`src/design/text_console_cursor_controller_macros.svh`:
```
// Assertion macros for the text console cursor controller.
`ifndef TEXT_CONSOLE_CURSOR_CONTROLLER_MACROS_SVH
`define TEXT_CONSOLE_CURSOR_CONTROLLER_MACROS_SVH

// Same-cycle implication, sampled on clk, off while arst_n is low.
`define TCC_ASSERT_NOW(lbl, ante, cons, msg) \
	lbl: assert property (@(posedge clk) disable iff (!arst_n) (ante) |-> (cons)) \
		else $error(msg);

// Next-cycle implication, sampled on clk, off while arst_n is low.
`define TCC_ASSERT_NEXT(lbl, ante, cons, msg) \
	lbl: assert property (@(posedge clk) disable iff (!arst_n) (ante) |=> (cons)) \
		else $error(msg);

`endif

```
`src/design/tcc_pkg.sv`:
```
// Shared types and codes of the text console cursor controller.
package tcc_pkg;

	localparam logic [7:0] WIDE_FIRST = 8'hA1;
	localparam logic [7:0] CH_BS      = 8'h08;
	localparam logic [7:0] CH_TAB     = 8'h09;
	localparam logic [7:0] CH_NL      = 8'h0A;
	localparam logic [7:0] CH_CR      = 8'h0D;
	localparam logic [7:0] CH_SPACE   = 8'h20;

	localparam logic [1:0] KIND_NARROW = 2'd0;
	localparam logic [1:0] KIND_WIDE   = 2'd1;
	localparam logic [1:0] KIND_SCROLL = 2'd2;

	localparam logic [1:0] REG_COLUMNS = 2'd0;
	localparam logic [1:0] REG_ROWS    = 2'd1;
	localparam logic [1:0] REG_FORE    = 2'd2;
	localparam logic [1:0] REG_BACK    = 2'd3;

	// cursor moves
	localparam logic [2:0] MV_NONE   = 3'd0;
	localparam logic [2:0] MV_ADV1   = 3'd1;
	localparam logic [2:0] MV_ADV2   = 3'd2;
	localparam logic [2:0] MV_BACK   = 3'd3;
	localparam logic [2:0] MV_NL     = 3'd4;
	localparam logic [2:0] MV_CR     = 3'd5;
	localparam logic [2:0] MV_SCROLL = 3'd6;

	// what the output register is loaded with
	localparam logic [1:0] DOP_CHAR   = 2'd0;
	localparam logic [1:0] DOP_SPACE  = 2'd1;
	localparam logic [1:0] DOP_WIDE   = 2'd2;
	localparam logic [1:0] DOP_SCROLL = 2'd3;

	typedef struct packed {
		logic       load;
		logic       set_lead;
		logic       clr_lead;
		logic [2:0] mv;
		logic       emit;
		logic [1:0] dop;
		logic       last;
	} tcc_cmd_t;

	typedef struct packed {
		logic is_wide;
		logic is_bs;
		logic is_nl;
		logic is_cr;
		logic is_tab;
		logic lead_pend;
		logic last_col;
		logic origin;
		logic over;
		logic adv1_over;
		logic adv2_over;
		logic out_free;
	} tcc_stat_t;

endpackage

```
`src/design/tcc_datapath.sv`:
```
// Cursor, lead byte, geometry and color registers plus the result register.
module tcc_datapath #(
	parameter int MAX_COLS = 128,
	parameter int MAX_ROWS = 64
) (
	input  logic              clk,
	input  logic              arst_n,
	input  logic [7:0]        in_byte,
	input  tcc_pkg::tcc_cmd_t cmd,
	input  logic              cfg_wr,
	input  logic [1:0]        cfg_index,
	input  logic [23:0]       cfg_data,
	input  logic              out_ready,
	output tcc_pkg::tcc_stat_t stat,
	output logic              out_valid,
	output logic [1:0]        out_kind,
	output logic [5:0]        out_row,
	output logic [6:0]        out_col,
	output logic [7:0]        out_code1,
	output logic [7:0]        out_code2,
	output logic [23:0]       out_color,
	output logic              out_last
);
	import tcc_pkg::*;

	localparam int COL_W = (MAX_COLS > 2) ? $clog2(MAX_COLS) : 1;
	localparam int ROW_W = $clog2(MAX_ROWS + 1);

	function automatic logic [COL_W-1:0] clamp_cols(input logic [7:0] v);
		logic [8:0] e;
		e = {1'b0, v};
		if (e < 9'd2) e = 9'd2;
		if (e > 9'(MAX_COLS)) e = 9'(MAX_COLS);
		return COL_W'(e - 9'd1);
	endfunction

	function automatic logic [ROW_W-1:0] clamp_rows(input logic [6:0] v);
		logic [8:0] e;
		e = {2'b00, v};
		if (e < 9'd1) e = 9'd1;
		if (e > 9'(MAX_ROWS)) e = 9'(MAX_ROWS);
		return ROW_W'(e);
	endfunction

	logic [COL_W-1:0] col_q, col_last_q;
	logic [ROW_W-1:0] row_q, rows_q;
	logic [23:0]      fore_q, back_q;
	logic [7:0]       byte_q, lead_q;
	logic             pend_q;
	logic             valid_q;
	logic [ROW_W-1:0] row_inc;
	logic [ROW_W-1:0] row_dec;
	logic             home;

	assign row_inc = ROW_W'(row_q + 1'b1);
	assign row_dec = ROW_W'(row_q - 1'b1);
	assign home    = cfg_wr && (cfg_index == REG_COLUMNS || cfg_index == REG_ROWS);

	always_comb begin
		stat.is_wide   = byte_q >= WIDE_FIRST;
		stat.is_bs     = byte_q == CH_BS;
		stat.is_nl     = byte_q == CH_NL;
		stat.is_cr     = byte_q == CH_CR;
		stat.is_tab    = byte_q == CH_TAB;
		stat.lead_pend = pend_q;
		stat.last_col  = col_q == col_last_q;
		stat.origin    = (row_q == '0) && (col_q == '0);
		stat.over      = row_q == rows_q;
		stat.adv1_over = (col_q == col_last_q) && (row_inc == rows_q);
		stat.adv2_over = (col_q == col_last_q || col_q == COL_W'(col_last_q - 1'b1))
			&& (row_inc == rows_q);
		stat.out_free  = !valid_q || out_ready;
	end

	// geometry, colors and lead byte
	always_ff @(posedge clk or negedge arst_n) begin
		if (!arst_n) begin
			col_last_q <= clamp_cols(8'd80);
			rows_q     <= clamp_rows(7'd25);
			fore_q     <= 24'hFFFFFF;
			back_q     <= '0;
			pend_q     <= 1'b0;
			lead_q     <= '0;
		end else begin
			if (cfg_wr) begin
				unique case (cfg_index)
					REG_COLUMNS: col_last_q <= clamp_cols(cfg_data[7:0]);
					REG_ROWS:    rows_q     <= clamp_rows(cfg_data[6:0]);
					REG_FORE:    fore_q     <= cfg_data;
					REG_BACK:    back_q     <= cfg_data;
				endcase
			end
			if (cmd.set_lead) begin
				pend_q <= 1'b1;
				lead_q <= byte_q;
			end else if (cmd.clr_lead) begin
				pend_q <= 1'b0;
			end
		end
	end

	// cursor kept as row and column; row may sit at rows_q until the scroll step
	always_ff @(posedge clk or negedge arst_n) begin
		if (!arst_n) begin
			row_q <= '0;
			col_q <= '0;
		end else if (home) begin
			row_q <= '0;
			col_q <= '0;
		end else begin
			case (cmd.mv)
				MV_ADV1: begin
					if (col_q == col_last_q) begin
						col_q <= '0;
						row_q <= row_inc;
					end else begin
						col_q <= COL_W'(col_q + 1'b1);
					end
				end
				MV_ADV2: begin
					if (col_q == col_last_q) begin
						col_q <= COL_W'(1);
						row_q <= row_inc;
					end else if (col_q == COL_W'(col_last_q - 1'b1)) begin
						col_q <= '0;
						row_q <= row_inc;
					end else begin
						col_q <= COL_W'(col_q + 2'd2);
					end
				end
				MV_BACK: begin
					if (col_q == '0) begin
						col_q <= col_last_q;
						row_q <= row_dec;
					end else begin
						col_q <= COL_W'(col_q - 1'b1);
					end
				end
				MV_NL: begin
					col_q <= '0;
					row_q <= row_inc;
				end
				MV_CR:     col_q <= '0;
				MV_SCROLL: row_q <= row_dec;
				default: ;
			endcase
		end
	end

	always_ff @(posedge clk) begin
		if (cmd.load)
			byte_q <= in_byte;
	end

	always_ff @(posedge clk or negedge arst_n) begin
		if (!arst_n)
			valid_q <= 1'b0;
		else if (cmd.emit)
			valid_q <= 1'b1;
		else if (out_ready)
			valid_q <= 1'b0;
	end

	always_ff @(posedge clk) begin
		if (cmd.emit) begin
			out_last <= cmd.last;
			// scroll reports the bottom row, column zero
			out_row  <= (cmd.dop == DOP_SCROLL) ? 6'(rows_q - 1'b1) : 6'(row_q);
			out_col  <= (cmd.dop == DOP_SCROLL) ? 7'd0 : 7'(col_q);
			unique case (cmd.dop)
				DOP_CHAR: begin
					out_kind  <= KIND_NARROW;
					out_code1 <= byte_q;
					out_code2 <= '0;
					out_color <= (byte_q == CH_SPACE) ? back_q : fore_q;
				end
				DOP_SPACE: begin
					out_kind  <= KIND_NARROW;
					out_code1 <= CH_SPACE;
					out_code2 <= '0;
					out_color <= back_q;
				end
				DOP_WIDE: begin
					out_kind  <= KIND_WIDE;
					out_code1 <= lead_q;
					out_code2 <= byte_q;
					out_color <= fore_q;
				end
				DOP_SCROLL: begin
					out_kind  <= KIND_SCROLL;
					out_code1 <= '0;
					out_code2 <= '0;
					out_color <= back_q;
				end
			endcase
		end
	end

	assign out_valid = valid_q;

endmodule

```
`src/design/tcc_control.sv`:
```
// Sequencer: decodes the byte and steps through draws and scroll checks.
module tcc_control #(
	parameter int TAB_SPACES = 5
) (
	input  logic               clk,
	input  logic               arst_n,
	input  logic               in_valid,
	output logic               in_ready,
	input  tcc_pkg::tcc_stat_t stat,
	output tcc_pkg::tcc_cmd_t  cmd
);
	import tcc_pkg::*;

	localparam int CNT_W = $clog2(TAB_SPACES + 1);

	localparam logic [1:0] ST_IDLE   = 2'd0;
	localparam logic [1:0] ST_DECODE = 2'd1;
	localparam logic [1:0] ST_DRAW   = 2'd2;
	localparam logic [1:0] ST_SCROLL = 2'd3;

	// draw step kinds
	localparam logic [1:0] OP_CHAR  = 2'd0;
	localparam logic [1:0] OP_PAD   = 2'd1;
	localparam logic [1:0] OP_WIDE  = 2'd2;
	localparam logic [1:0] OP_ERASE = 2'd3;

	logic [1:0]       state_q, state_d;
	logic [1:0]       op_q, op_d;
	logic [CNT_W-1:0] cnt_q, cnt_d;
	logic             more;
	logic             over_after;

	always_comb begin
		cmd        = '0;
		state_d    = state_q;
		op_d       = op_q;
		cnt_d      = cnt_q;
		more       = 1'b0;
		over_after = 1'b0;
		in_ready   = 1'b0;
		unique case (state_q)
			ST_IDLE: begin
				in_ready = 1'b1;
				if (in_valid) begin
					cmd.load = 1'b1;
					state_d  = ST_DECODE;
				end
			end
			ST_DECODE: begin
				cnt_d = '0;
				priority if (stat.is_wide) begin
					if (!stat.lead_pend) begin
						cmd.set_lead = 1'b1;
						// lead byte in the last column: pad with one space first
						if (stat.last_col) begin
							op_d    = OP_PAD;
							cnt_d   = CNT_W'(1);
							state_d = ST_DRAW;
						end else begin
							state_d = ST_IDLE;
						end
					end else begin
						cmd.clr_lead = 1'b1;
						op_d         = OP_WIDE;
						state_d      = ST_DRAW;
					end
				end else if (stat.is_bs) begin
					if (stat.origin) begin
						state_d = ST_IDLE;
					end else begin
						cmd.mv  = MV_BACK;
						op_d    = OP_ERASE;
						state_d = ST_DRAW;
					end
				end else if (stat.is_nl) begin
					cmd.mv  = MV_NL;
					state_d = ST_SCROLL;
				end else if (stat.is_cr) begin
					cmd.mv  = MV_CR;
					state_d = ST_IDLE;
				end else if (stat.is_tab) begin
					op_d    = OP_PAD;
					cnt_d   = CNT_W'(TAB_SPACES);
					state_d = ST_DRAW;
				end else begin
					op_d    = OP_CHAR;
					state_d = ST_DRAW;
				end
			end
			ST_DRAW: begin
				if (stat.out_free) begin
					cmd.emit = 1'b1;
					unique case (op_q)
						OP_CHAR: begin
							cmd.dop    = DOP_CHAR;
							cmd.mv     = MV_ADV1;
							over_after = stat.adv1_over;
						end
						OP_PAD: begin
							cmd.dop    = DOP_SPACE;
							cmd.mv     = MV_ADV1;
							over_after = stat.adv1_over;
							more       = cnt_q > CNT_W'(1);
							cnt_d      = CNT_W'(cnt_q - 1'b1);
						end
						OP_WIDE: begin
							cmd.dop    = DOP_WIDE;
							cmd.mv     = MV_ADV2;
							over_after = stat.adv2_over;
						end
						OP_ERASE: begin
							cmd.dop = DOP_SPACE;
							cmd.mv  = MV_NONE;
						end
					endcase
					cmd.last = !more && !over_after;
					priority if (over_after)
						state_d = ST_SCROLL;
					else if (more)
						state_d = ST_DRAW;
					else
						state_d = ST_IDLE;
				end
			end
			ST_SCROLL: begin
				more = cnt_q != '0;
				if (!stat.over) begin
					state_d = more ? ST_DRAW : ST_IDLE;
				end else if (stat.out_free) begin
					cmd.emit = 1'b1;
					cmd.dop  = DOP_SCROLL;
					cmd.mv   = MV_SCROLL;
					cmd.last = !more;
					state_d  = more ? ST_DRAW : ST_IDLE;
				end
			end
		endcase
	end

	always_ff @(posedge clk or negedge arst_n) begin
		if (!arst_n) begin
			state_q <= ST_IDLE;
			op_q    <= OP_CHAR;
			cnt_q   <= '0;
		end else begin
			state_q <= state_d;
			op_q    <= op_d;
			cnt_q   <= cnt_d;
		end
	end

endmodule

```
`src/design/text_console_cursor_controller.sv`:
```
// A byte accepted in the idle state is registered and decoded in the decode state; its first
// result, if any, is loaded from the draw or scroll state. A new byte is taken only in the idle
// state, once all results of the last byte are loaded; at most one result per cycle.
// A stalled result register holds the sequencer in place.
// Reset (arst_n low, asynchronous): cursor home, no lead byte, 80 columns, 25 rows,
// white foreground, black background, no result pending.
`include "text_console_cursor_controller_macros.svh"

module text_console_cursor_controller #(
	parameter int MAX_COLS   = 128,
	parameter int MAX_ROWS   = 64,
	parameter int TAB_SPACES = 5
) (
	input  logic        clk,
	input  logic        arst_n,
	input  logic        s_tvalid,
	output logic        s_tready,
	input  logic [7:0]  s_tdata,   // [7:0] char_byte
	output logic        m_tvalid,
	input  logic        m_tready,
	output logic [55:0] m_tdata,   // [5:0] cell_row, [12:6] cell_col, [20:13] code_first,
	                               // [28:21] code_second, [52:29] draw_color, rest zero
	output logic [1:0]  m_tuser,   // [1:0] kind
	output logic        m_tlast,
	input  logic        cfg_valid,
	output logic        cfg_ready,
	input  logic [1:0]  cfg_index,
	input  logic [23:0] cfg_data
);
	import tcc_pkg::*;

	tcc_cmd_t   cmd;
	tcc_stat_t  stat;
	logic [5:0] row;
	logic [6:0] col;
	logic [7:0] code1, code2;
	logic [23:0] color;

	assign cfg_ready = 1'b1;

	tcc_control #(
		.TAB_SPACES(TAB_SPACES)
	) u_control (
		.clk      (clk),
		.arst_n   (arst_n),
		.in_valid (s_tvalid),
		.in_ready (s_tready),
		.stat     (stat),
		.cmd      (cmd)
	);

	tcc_datapath #(
		.MAX_COLS(MAX_COLS),
		.MAX_ROWS(MAX_ROWS)
	) u_datapath (
		.clk       (clk),
		.arst_n    (arst_n),
		.in_byte   (s_tdata),
		.cmd       (cmd),
		.cfg_wr    (cfg_valid),
		.cfg_index (cfg_index),
		.cfg_data  (cfg_data),
		.out_ready (m_tready),
		.stat      (stat),
		.out_valid (m_tvalid),
		.out_kind  (m_tuser),
		.out_row   (row),
		.out_col   (col),
		.out_code1 (code1),
		.out_code2 (code2),
		.out_color (color),
		.out_last  (m_tlast)
	);

	assign m_tdata = {3'b000, color, code2, code1, col, row};

	`TCC_ASSERT_NEXT(a_busy_after_request, s_tvalid && s_tready, !s_tready, "input taken while busy")
	`TCC_ASSERT_NOW(a_no_overwrite, cmd.emit, !m_tvalid || m_tready, "result overwritten")
	`TCC_ASSERT_NEXT(a_emit_shows, cmd.emit, m_tvalid, "loaded result not presented")
	`TCC_ASSERT_NOW(a_idle_no_emit, s_tready, !cmd.emit, "result emitted while idle")

endmodule
```
`config.mk`:
```
export PLATFORM = sky130hd
export DESIGN_NAME = text_console_cursor_controller
export DESIGN_NICKNAME = d
export VERILOG_FILES = /design/src/design/tcc_pkg.sv /design/src/design/tcc_datapath.sv /design/src/design/tcc_control.sv /design/src/design/text_console_cursor_controller.sv
export VERILOG_INCLUDE_DIRS = /design/src /design/src/design
export SDC_FILE = /design/constraint.sdc
export NUM_CORES = 1
export LEC_CHECK = 0
export BUFFER_PORTS_ARGS = -buffer_cell sky130_fd_sc_hd__buf_2
export CORE_MARGIN = 2
export CORE_UTILIZATION = 40
export CTS_CLUSTER_SIZE = 30
export DETAILED_ROUTE_END_ITERATION = 7
export MAX_ROUTING_LAYER = met4
export PLACE_DENSITY = 0.57
export REMOVE_ABC_BUFFERS = 1
export SYNTH_ARGS = -nofsm -noshare
export SYNTH_HDL_FRONTEND = slang
export SYNTH_SLANG_ARGS = --single-unit
export TNS_END_PERCENT = 10
```
`constraint.sdc`:
```
create_clock -name clk -period 14.2 [get_ports clk]
set_input_delay 1.42 -clock clk [delete_from_list [all_inputs] [get_ports clk]]
set_output_delay 1.42 -clock clk [all_outputs]
set_load 0.01 [all_outputs]
```
==> reports/metrics.cfg <==
[run_status]
outcome=finished clean

[final_layout]
antenna_cells=0
area_delta_synth_final_pct=16.6
final_cells=1050
fillers=1808
final_common_cell=buf_2
final_cell_mix=buf_2 (95), mux2_2 (82), edfxtp_1 (64)
drive_gt1_frac=0.335
layout.nets=824

[setup_path]
r2r-end=u_datapath.col_q[0]$_DFFE_PN0P_
cp_slowest_cell=a21oi_4
r2r_cells=9
worstPathMaxFanout=24
worstPathRequired_ps=14380
path_class=in -> reg
cp-start-kind=input port
path_cells=buf_2 -> nand2b_1 -> nand4_1 -> inv_1 -> nor4_1 -> a21oi_4 -> mux2_2
end_kind=flop
r2r-start=u_datapath.col_q[1]$_DFFE_PN0P_
max_stage_delay_ps=740
crit_arrival_ps=3930
regToRegSetupSlack_ps=10530

[pwr]
cellLeakagePower_nw=3.79
ir_drop_mv=0.0890
power.total_mw=1.65
powerDensity_mw_per_mm2=177

[floorplan]
die_y_um=145
core-area_sq_mm=0.0195
ios=101
row_count=51
start_util=0.408
die-area_sq_mm=0.0211
die_w_um=145

[routing]
num_vias=5663
postRouteAntennaNets=0
wl_per_cell_um=17.5
vias_per_cell=5.39
first_pass_iters=7
totalWireLength_mm=18.3
drt_iter0_drc=275
drc_errors=0

[sta]
fmax_mhz=267
hold_violations=0
fin_skew_ps=10.9
maxSlewHeadroom=0.269
period_minus_slack_ps=3750
rsz0062_at_grt=false
tightest_slew_ps=1090
finalSetupViolCount=0
fin_crit_sh=0.264
final-max-slew-violation-count=0
finalSetupTns_ps=0

[place]
dp.cells=1018
gp_congestion=0.845
dp_hpwl_mm=12.6
io_buffers=96

[synthesis]
synth_edf_count=64
syn_avg_cell_area_sq_um=11.5
synth.area.top_cells=edfxtp_1 (24%), dfrtp_1 (19%), mux2_2 (12%)
synthXorXnorAreaFrac=0.0394
synthFlopType=edfxtp_1
post_synth_and_or_nand_nor_area_fraction=0.130
yosys.area_share.adder=0.0204
synthCells=691
yosys_warnings=0
ys_seq_elements=157
async_reset_ff_frac=0.592
synth_top_family_by_area=simple AND/OR/NAND/NOR gates
syn_area_sq_mm=0.00797
synth-compound-area-share=0.118
synth_mux_area_frac=0.120
synth_cell_type_count=74
yosysSeqAreaShare=0.538
yosys.area.top_type=edfxtp_1
netlist.area_leader.share=0.241

[clocking]
postCtsSetupBuffers=0
cts_tree=built
clkLatencyLatePin_ps=430
cts_buffer_depth=2
holdBufCountCts=0
cts_buffers=17
path_clk_slew_ps=70
cts.sinks=157
cts_resized=0
cts_root_buf=clkbuf_16
htree_num_levels=4

[min_path]
whs_path_depth=1
min_from=u_datapath.lead_q[7]$_DFFE_PN0P_
hold_end=u_datapath.lead_q[7]$_DFFE_PN0P_
hold_path_class=reg -> reg

[grt]
grt_max_degree=65
grt_overflow=0
antenna_found_initial=0
grt_use_total=0.183
first_global_vias=5799
grt_pass1_wl_mm=30.2

[flow_run]
drv_cap=0

## per-layer routing
| layer | track usage | wire length [um] |
|---|---|---|
| met4 | 0.0583 | 212 |
| met5 | - | 0 |
| met3 | 0.0403 | 972 |
| met2 | 0.295 | 8850 |
| met1 | 0.232 | 8290 |
## area by class of cell
cell class | instances | area, sq um | area share
clock buffers | 18 | 429 | 0.0462
repair buffers | 101 | 520 | 0.0560
multi-input cells | 474 | 3440 | 0.370
inverters | 21 | 80.1 | 0.00862
well taps | 265 | 332 | 0.0357
clock inverters | 14 | 200 | 0.0215
flip-flops and latches | 157 | 4290 | 0.462
## logic make-up after synthesis
logic type / count (synthesis)
AO/OA/AOI/OAI: 133
AND/OR/NAND/NOR: 204
buffers and inverters: 62
adder cells (fa/ha/maj): 13
multiplexers: 85
flip-flops: 157
XOR/XNOR: 35
other: 2
## where the power goes
group          internal [mW]  switching (mW)  leakage, nW  total, mW
logic                  0.193           0.258         1.78      0.451
registers              0.629          0.0790         1.70      0.708
clock network          0.285           0.203        0.311      0.488
## flip-flops by register name, indices dropped and copies added (netlist names), 7 cells and up
| register | cells |
|---|---|
| u_datapath.col_last_q | 7 |
| u_datapath.rows_q | 7 |
| u_datapath.out_code2 | 8 |
| u_datapath.out_code1 | 8 |
| u_datapath.lead_q | 8 |
| u_datapath.col_q | 7 |
| u_datapath.out_col | 7 |
| u_datapath.byte_q | 8 |
| u_datapath.row_q | 7 |
| u_datapath.out_color | 24 |
| u_datapath.fore_q | 24 |
| u_datapath.back_q | 24 |
## worst max-delay path, delay by kind of cell
family          cells  cell delay, ps
simple gates        3             690
compound gates      1             740
mux                 1             420
buf+inv             2             650
## Yosys cell counts, types with 4 or more instances
cell type and number:
mux2_2 82, edfxtp_1 64, dfrtp_1 61, nand2_1 53, nor2_1 47, dfstp_2 32
clkbuf_1 30, a21oi_1 29, o21ai_0 29, inv_1 20, xor2_1 19, nand3_1 17
nand2b_1 15, xnor2_1 15, and2_1 14, nor3_1 14, ha_1 13, a31oi_1 8
a22o_1 7, nor4_1 7, o211ai_1 7, nor2b_1 6, o22ai_1 6, o31ai_1 5
or4_1 5, a211oi_1 4, a41o_1 4, buf_2 4, buf_4 4, nand3b_1 4
or3_1 4
## per-stage QoR
stage / hold WS (ps) / util / cell area (sq um) / setup WS (ps)
6_report: 479 / 0.476 / 9290 / 10450
3_5_place_dp: 461 / 0.444 / 8660 / 10010
3_3_place_gp: 457 / 0.444 / 8660 / 10100
4_1_cts: 484 / 0.476 / 9290 / 10470
5_1_grt: 507 / 0.476 / 9290 / 10180
2_1_floorplan: 440 / - / 7790 / 8290
## worst max-delay path by stage
stage	to	slack [ps]	cells after the start	start
after floorplan	u_datapath.out_code1[0]$_DFFE_PP_	8290	6	u_datapath.rows_q[3]$_DFFE_PN1P_
after global placement	u_datapath.out_color[7]$_DFFE_PP_	10100	7	m_tready
after detailed placement	u_datapath.out_color[0]$_DFFE_PP_	10010	7	m_tready
after CTS	u_datapath.out_color[0]$_DFFE_PP_	10470	7	m_tready
after global routing	u_datapath.out_color[13]$_DFFE_PP_	10180	7	m_tready
final	u_datapath.out_color[0]$_DFFE_PP_	10450	7	m_tready
(Power assumes the default switching activity.)
